**src/hw/rtl/wpi_pkg.sv**
```systemverilog
`timescale 1ns / 1ps
// Shared types, codes and constants of the waypoint path interpolator.
package wpi_pkg;

    // Default table depth and fixed field widths.
    localparam int MAX_WAYPOINTS_DEF = 64;
    localparam int COORD_W           = 32;
    localparam int TIME_W            = 24;
    localparam int FRAC_W            = 16;
    localparam int WEIGHT_W          = FRAC_W + 1;

    // Operation codes of an input word.
    localparam logic OP_APPEND = 1'b0;
    localparam logic OP_QUERY  = 1'b1;

    // Result status codes.
    typedef enum logic [2:0] {
        ST_INTERP = 3'd0,
        ST_LAST   = 3'd1,
        ST_EMPTY  = 3'd2,
        ST_STORED = 3'd3,
        ST_FULL   = 3'd4
    } t_status;

    // Input word: one command with its operands.
    typedef struct packed {
        logic                      op;
        logic [TIME_W-1:0]         time_value;
        logic signed [COORD_W-1:0] coord_x;
        logic signed [COORD_W-1:0] coord_y;
        logic signed [COORD_W-1:0] coord_z;
    } t_in_word;

    // Output word: position and status.
    typedef struct packed {
        logic signed [COORD_W-1:0] pos_x;
        logic signed [COORD_W-1:0] pos_y;
        logic signed [COORD_W-1:0] pos_z;
        t_status                   status;
    } t_out_word;

    // One stored waypoint as kept in the table memory.
    typedef struct packed {
        logic signed [COORD_W-1:0] x;
        logic signed [COORD_W-1:0] y;
        logic signed [COORD_W-1:0] z;
        logic [TIME_W-1:0]         dur;
    } t_waypoint;

    // Commands from the controller to the datapath.
    typedef struct packed {
        logic append;
        logic put_full;
        logic put_empty;
        logic start_walk;
        logic fetch;
        logic advance;
        logic put_last;
        logic div_init;
        logic div_step;
        logic blend_mul;
        logic blend_add;
        logic put_interp;
    } t_dp_cmd;

    // Status from the datapath to the controller.
    typedef struct packed {
        logic full;
        logic empty;
        logic at_end;
        logic seg_pass;
        logic div_last;
        logic axis_last;
    } t_dp_stat;

endpackage

```
**src/hw/rtl/wpi_ctrl.sv**
```systemverilog
`timescale 1ns / 1ps
// Controller state machine of the waypoint path interpolator.
module wpi_ctrl import wpi_pkg::*; (
    input  logic     i_clk,
    input  logic     i_rst_n,
    input  logic     i_start,
    input  logic     i_op,
    input  t_dp_stat i_stat,
    output t_dp_cmd  o_cmd,
    output logic     o_busy
);

    typedef enum logic [5:0] {
        S_IDLE  = 6'b000001,
        S_FETCH = 6'b000010,
        S_EVAL  = 6'b000100,
        S_DIV   = 6'b001000,
        S_MUL   = 6'b010000,
        S_ADD   = 6'b100000
    } t_state;

    t_state r_state;
    t_state n_state;

    // State register.
    always_ff @(posedge i_clk) begin
        if (!i_rst_n) begin
            r_state <= S_IDLE;
        end else begin
            r_state <= n_state;
        end
    end

    // Next state and datapath commands.
    always_comb begin
        n_state = r_state;
        o_cmd   = '0;
        unique case (r_state)
            S_IDLE: begin
                // Appends and an empty-table query finish in the accept cycle.
                if (i_start) begin
                    if (i_op == OP_APPEND) begin
                        if (i_stat.full) begin
                            o_cmd.put_full = 1'b1;
                        end else begin
                            o_cmd.append = 1'b1;
                        end
                    end else if (i_stat.empty) begin
                        o_cmd.put_empty = 1'b1;
                    end else begin
                        o_cmd.start_walk = 1'b1;
                        n_state          = S_FETCH;
                    end
                end
            end
            S_FETCH: begin
                o_cmd.fetch = 1'b1;
                n_state     = S_EVAL;
            end
            S_EVAL: begin
                // Walk past entry 0 and segments ending before the query time.
                if (i_stat.seg_pass) begin
                    if (i_stat.at_end) begin
                        o_cmd.put_last = 1'b1;
                        n_state        = S_IDLE;
                    end else begin
                        o_cmd.advance = 1'b1;
                        n_state       = S_FETCH;
                    end
                end else begin
                    o_cmd.div_init = 1'b1;
                    n_state        = S_DIV;
                end
            end
            S_DIV: begin
                o_cmd.div_step = 1'b1;
                if (i_stat.div_last) begin
                    n_state = S_MUL;
                end
            end
            S_MUL: begin
                o_cmd.blend_mul = 1'b1;
                n_state         = S_ADD;
            end
            S_ADD: begin
                o_cmd.blend_add = 1'b1;
                if (i_stat.axis_last) begin
                    o_cmd.put_interp = 1'b1;
                    n_state          = S_IDLE;
                end else begin
                    n_state = S_MUL;
                end
            end
            default: begin
                n_state = S_IDLE;
            end
        endcase
    end

    assign o_busy = (r_state != S_IDLE);

endmodule

```
**config.mk**
```make
export PLATFORM = sky130hd
export DESIGN_NAME = wpi_ctrl
export DESIGN_NICKNAME = d
export VERILOG_FILES = /design/src/hw/rtl/wpi_pkg.sv /design/src/hw/rtl/wpi_ctrl.sv
export SDC_FILE = /design/constraint.sdc
export NUM_CORES = 1
export LEC_CHECK = 0
export BUFFER_PORTS_ARGS = -buffer_cell sky130_fd_sc_hd__buf_2
export CORE_AREA = 2 2 39 41
export DETAILED_ROUTE_END_ITERATION = 10
export DIE_AREA = 0 0 41 43
export GPL_TIMING_DRIVEN = 0
export PLACE_DENSITY = 0.65
export REMOVE_ABC_BUFFERS = 1
export SETUP_SLACK_MARGIN = 0.5
export SLEW_MARGIN = 20
export SYNTH_ARGS = -nofsm -noshare
export SYNTH_HDL_FRONTEND = slang
export SYNTH_SLANG_ARGS = --single-unit
```
**constraint.sdc**
```tcl
create_clock -name i_clk -period 3.42 [get_ports i_clk]
set_clock_uncertainty 0.15 [all_clocks]
set_input_delay 0 -clock i_clk [delete_from_list [all_inputs] [get_ports i_clk]]
set_output_delay 0 -clock i_clk [all_outputs]
set_load 0.005 [all_outputs]
```
==> flow_summary.json, run 1 <==
{
  "status": "finished, final reports clean",
  "crit_path_max_fanout": 8,
  "ys_warn_count": 0,
  "placement_rows": 14,
  "final_nets": 99,
  "syn_area_per_cell_um2": 7.64,
  "holdPathStages": 3,
  "synth_area_leaders": "dfxtp_1 28%, inv_1 5.3%, a21oi_1 4.7%",
  "cts-root-buf": "clkbuf_4",
  "dr.pass1.iters": 4,
  "max_freq_ghz": 0.425,
  "reg2reg_from": "r_state[0]$_SDFFE_PN1P_",
  "syn-instance-count": 56,
  "cp-startpoint": "r_state[0]$_SDFFE_PN1P_",
  "area_delta_synth_final_pct": 51.2,
  "coreArea_mm2": 0.00138,
  "vias": 509,
  "path_class": "flip-flop to flip-flop",
  "rsz0062_at_grt": "false",
  "yosys_most_used_dff": "dfxtp_1",
  "htreeDepth": 1,
  "clock_latency_ns": 0.24,
  "fin_crit_sh_pct": 68.8,
  "ant_nets": 0,
  "wl_per_cell_um": 10.8,
  "drive_gt1_share_pct": 33.3,
  "gp_congestion": 0.702,
  "combPwrFrac_pct": 36.2,
  "antenna_found_initial": 0,
  "cts-resized-gates": 0,
  "path_buf_inv": 1,
  "remaining_drc_errors": 0,
  "r2r-end": "r_state[0]$_SDFFE_PN1P_",
  "start_kind": "flip-flop",
  "dieArea_mm2": 0.00176,
  "clock_sink_count": 6,
  "wl_um": 1110,
  "cts_made_buffers": 3,
  "min_to": "o_cmd[11]",
  "start_util_pct": 30.9,
  "total_power_uw": 245,
  "clk_pin_slew_ns": 0.05,
  "top_regs": "r_state x6",
  "power_density_mw_per_mm2": 379,
  "synth_area_um2": 428,
  "arrival_ns": 2.33,
  "crit_family": "simple AND/OR/NAND/NOR gates",
  "antenna_cells": 0,
  "clkPwrFrac_pct": 26.5,
  "die_w_um": 41,
  "avgViaCountPerCell": 4.94,
  "drv_cap": 0,
  "die_h_um": 43,
  "synth_top_cell_by_area": "dfxtp_1",
  "grt_overflow": 0,
  "synth_edf_count": 0,
  "finalSetupTns_ns": 0,
  "synth.top_cell.area_share_pct": 28.1,
  "dp_hpwl_um": 813,
  "grt_pass1_vias": 436,
  "num_io_pins": 23,
  "fin_crit_ns": 2.35,
  "r2r_slack_ns": 1.07,
  "setup_violations": 0,
  "seq_area_frac_synth_pct": 28.1,
  "crit_path_cell_trace": "or4_4 -> maj3_1 -> a21oi_1 -> nand3_1 -> dlygate4sd3_1",
  "synth-seq-cells": 6,
  "grt_pass1_wl_um": 1700,
  "finalMaxSlewViolations": 0,
  "nFillCells": 132,
  "hp-class": "primary input to output port",
  "final-hold-violation-count": 0,
  "drt_iter0_markers": 4,
  "slew-limit-headroom_pct": 73.9,
  "largest_register": "r_state",
  "p_int_uw": 164,
  "p_leak_uw": 0.000324,
  "slowest_delay_ns": 0.57,
  "cp.required_ns": 3.40,
  "portBuffers": 22,
  "r2r_cells": 5,
  "synth_commonest_cells": "6 x dfxtp_1, 6 x inv_1, 5 x nor2_1",
  "cts_tree": "built",
  "grt_max_degree": 9,
  "p_seq_share_pct": 37.3,
  "yosysUniqueCellTypes": 28,
  "largest_reg_flops": 6,
  "cp-end-kind": "flip-flop",
  "p_switching_uw": 81.4,
  "swShare_pct": 33.2,
  "slowest_stage": "or4_4",
  "grt.total_usage_pct": 14.3,
  "min_from": "i_stat[5]",
  "clockBufferDepth": 2,
  "ir_worst_vdd_v": 0.000232,
  "tightest_slew_ns": 0.388,
  "synthArstFlopShare_pct": 0
}
-- worst max-delay path by stage --
stage	endpoint	slack [ns]	cells after the start
after global placement	r_state[4]$_SDFFE_PN0P_	1.56	4
final	r_state[0]$_SDFFE_PN1P_	1.07	5
after floorplan	r_state[0]$_SDFFE_PN1P_	1.73	4
after global routing	r_state[0]$_SDFFE_PN1P_	0.99	5
after CTS	r_state[0]$_SDFFE_PN1P_	1.07	5
after detailed placement	r_state[1]$_SDFFE_PN0P_	1.56	4
-- layer usage --
layer	global-route usage (%)	vias up	routed length, µm
met5	0	-	0
met2	23.8	25	559
met1	14.5	220	466
li1	-	264	-
met3	7.85	0	83
met4	4.00	0	0
-- power groups by stage --
stage / Clock [µW] / Combinational, µW / Sequential, µW
floorplan: 0 / 55.3 / 89.1
global placement: 0 / 78.6 / 91.5
detailed placement: 0 / 80.7 / 92.6
CTS: 66.5 / 89.7 / 90.9
global route: 72.1 / 98.2 / 92.9
finish: 65.1 / 88.7 / 91.4
-- final cells by class --
type	instances	area, µm²	share of cell area, %
clock buffer	3	22.5	3.48
inverter	6	22.5	3.48
timing repair buffer	29	180	27.9
sequential	6	120	18.6
multi-input combinational	43	282	43.5
tap	16	20.0	3.09
-- cell families (layout without fill, tap and decap cells) --
logic type	after synthesis	in the layout	share of synthesized area, %
AND/OR/NAND/NOR	32	32	48.2
AO/OA/AOI/OAI	9	9	13.2
buffers and inverters	7	38	6.14
flip-flops	6	6	28.1
adder cells (fa/ha/maj)	1	1	2.34
XOR/XNOR	1	1	2.05
-- layout by cell type (no fill, tap or decap), types with 3 or more instances in the layout --
master / n
dfxtp_1: 6
inv_1: 6
dlygate4sd3_1: 7
clkbuf_4: 3
nor3_1: 3
a21oi_1: 4
nor2_1: 5
nand2b_1: 3
buf_2: 22
nand2_1: 3
-- what timing repair did --
| item | in CTS | in global routing |
|---|---|---|
| hold endpoints to repair | 5 | 0 |
| buffers inserted | 0 | 0 |
| hold buffers | 7 | 0 |
| endpoints found under the setup margin | 0 | 0 |
-- per-stage QoR --
step	instances	instance area, µm²	hold slack (ns)	utilization [%]	setup slack, ns
3_3_place_gp	93	554	0.0829	40.1	1.56
2_1_floorplan	55	424	-0.117	-	1.73
4_1_cts	103	647	0.0869	46.7	1.07
6_report	103	647	0.0840	46.7	1.07
5_1_grt	103	647	0.110	46.7	0.987
3_5_place_dp	93	554	0.0869	40.1	1.56
-- worst register-to-register path: cells and delay by family, from the launching register on --
| family | cells | cell delay, ns |
|---|---|---|
| buffers and inverters | 1 | 0.55 |
| flip-flops | 1 | 0.38 |
| adder cells (fa/ha/maj) | 1 | 0.37 |
| AND/OR/NAND/NOR | 2 | 0.65 |
| AO/OA/AOI/OAI | 1 | 0.14 |
(Power assumes the default switching activity.)
==> run 2: changes to the inputs <==
--- a/config.mk
+++ b/config.mk
@@ -10,7 +10,7 @@
 export DETAILED_ROUTE_END_ITERATION = 10
 export DIE_AREA = 0 0 41 43
 export GPL_TIMING_DRIVEN = 0
-export PLACE_DENSITY = 0.65
+export PLACE_DENSITY = 0.67
 export REMOVE_ABC_BUFFERS = 1
 export SETUP_SLACK_MARGIN = 0.5
 export SLEW_MARGIN = 20
==> constraint.sdc (replaced) <==
create_clock -name i_clk -period 1.95 [get_ports i_clk]
set_clock_uncertainty 0.15 [all_clocks]
set_input_delay 0 -clock i_clk [delete_from_list [all_inputs] [get_ports i_clk]]
set_output_delay 0 -clock i_clk [all_outputs]
set_load 0.005 [all_outputs]
==> flow_summary.json, run 2 (synthesized netlist as in run 1, its figures left out) <==
{
  "cts-root-buf": "clkbuf_4",
  "layout_commonest_cell": "buf_2",
  "slew-limit-headroom_pct": 76.6,
  "path_class": "flip-flop to output port",
  "die_h_um": 43,
  "grt_max_degree": 9,
  "portBuffers": 22,
  "coreArea_mm2": 0.00138,
  "largest_register": "r_state",
  "fin_crit_sh_pct": 94.7,
  "clock_sink_count": 6,
  "drive_gt1_share_pct": 62.9,
  "clock_latency_ns": 0.27,
  "finalSetupTns_ns": 0,
  "grt.total_usage_pct": 17.8,
  "cp.required_ns": 1.80,
  "dieArea_mm2": 0.00176,
  "grtUsageMet1_pct": 20.8,
  "finalMaxSlewViolations": 0,
  "crit_path_cell_trace": "or4b_4 -> or3_4 -> inv_2 -> buf_6",
  "path_buf_inv": 2,
  "p_int_uw": 351,
  "grt_overflow": 0,
  "nFillCells": 115,
  "place_area_um2": 554,
  "dp.cells": 93,
  "power_density_mw_per_mm2": 663,
  "cts_made_buffers": 3,
  "crit_path_max_fanout": 8,
  "arrival_ns": 1.70,
  "drt_iter0_markers": 11,
  "avgViaCountPerCell": 5.35,
  "gp_congestion": 0.761,
  "antenna_found_initial": 0,
  "clkPwrFrac_pct": 23.8,
  "fin_crit_ns": 1.85,
  "ir_worst_vdd_v": 0.000480,
  "top_regs": "r_state x6",
  "grt_use_met3_pct": 3.14,
  "htreeDepth": 1,
  "start_util_pct": 30.9,
  "drv_cap": 0,
  "status": "finished, final reports clean",
  "final-hold-violation-count": 0,
  "placement_rows": 14,
  "layoutNonFillerInstCount": 113,
  "remaining_drc_errors": 0,
  "final_cell_mix": "21 x buf_2, 11 x buf_4, 5 x inv_1, 5 x dlygate4sd3_1",
  "clockBufferDepth": 2,
  "cp-end-kind": "output port",
  "vias": 604,
  "die_w_um": 41,
  "cts_tree": "built",
  "swShare_pct": 35.8,
  "wl_per_cell_um": 13.9,
  "slowest_delay_ns": 0.55,
  "wl_um": 1570,
  "p_seq_share_pct": 30.0,
  "largest_reg_flops": 6,
  "ant_nets": 0,
  "met2_usage_pct": 27.8,
  "dr.pass1.iters": 4,
  "setup_violations": 0,
  "p_switching_uw": 196,
  "crit_family": "simple AND/OR/NAND/NOR gates",
  "grt_pass1_wl_um": 2130,
  "fin_area_um2": 826,
  "area_delta_synth_final_pct": 93.0,
  "max_freq_ghz": 0.542,
  "antenna_cells": 0,
  "clk_pin_slew_ns": 0.05,
  "total_power_uw": 547,
  "final_nets": 109,
  "p_leak_uw": 0.000404,
  "tightest_slew_ns": 0.348,
  "dp_hpwl_um": 854,
  "slowest_stage": "or4b_4",
  "combPwrFrac_pct": 46.2,
  "rsz0062_at_grt": "true",
  "hp-class": "primary input to output port",
  "top_usage_layer": "met2",
  "grt_pass1_vias": 509,
  "num_io_pins": 23,
  "start_kind": "flip-flop"
}
[run 2: per-layer routing]
layer / routed length, µm / part of all wire (%)
met1: 627 / 40
met2: 811 / 52
met3: 89 / 5.7
met4: 46 / 2.9
met5: 0 / 0
[run 2: final timing paths]
check | start | to | slack, ns | depth (start not counted)
max reg2reg | r_state[2]$_SDFFE_PN0P_ | r_state[0]$_SDFFE_PN1P_ | 0.14 | 5
max | r_state[0]$_SDFFE_PN1P_ | o_cmd[4] | 0.10 | 4
min reg2reg | r_state[3]$_SDFFE_PN0P_ | r_state[5]$_SDFFE_PN0P_ | 0.35 | 1
min | i_stat[5] | o_cmd[11] | 0.09 | 3
[run 2: stage by stage]
| step | worst slack [ns] | utilization (%) | hold slack [ns] |
|---|---|---|---|
| 2_1_floorplan | 0.262 | - | -0.117 |
| 3_3_place_gp | 0.0857 | 40.1 | 0.0838 |
| 3_5_place_dp | 0.0797 | 40.1 | 0.0866 |
| 4_1_cts | 0.126 | 52.5 | 0.0888 |
| 5_1_grt | 0.0786 | 59.7 | 0.103 |
| 6_report | 0.103 | 59.7 | 0.0862 |
[run 2: layout make-up]
type | count | area, µm² | share of cell area [%]
multi-input combinational | 43 | 363 | 43.9
timing repair buffer | 39 | 260 | 31.5
sequential | 6 | 138 | 16.7
clock buffer | 3 | 22.5 | 2.73
inverter | 6 | 22.5 | 2.73
tap | 16 | 20.0 | 2.42
[run 2: power by group through the flow]
stage | sequential (µW) | clock (µW) | combinational [µW]
finish | 164 | 130 | 253
global route | 167 | 134 | 269
CTS | 163 | 125 | 224
detailed placement | 162 | 0 | 139
global placement | 161 | 0 | 138
floorplan | 156 | 0 | 97.0
[run 2: what timing repair did]
item / in CTS / in global routing
resized for setup: 17 / 13
buffers inserted: 5 / 7
pin swaps: 4 / 5
hold buffers: 5 / 0
endpoints found under the setup margin: 18 / 18
endpoints found under the hold margin: 6 / 0
[run 2: tightest hold or removal path, stage by stage]
cell    delay, ns
buf_2        0.08
nor3_1       0.04
buf_2        0.11
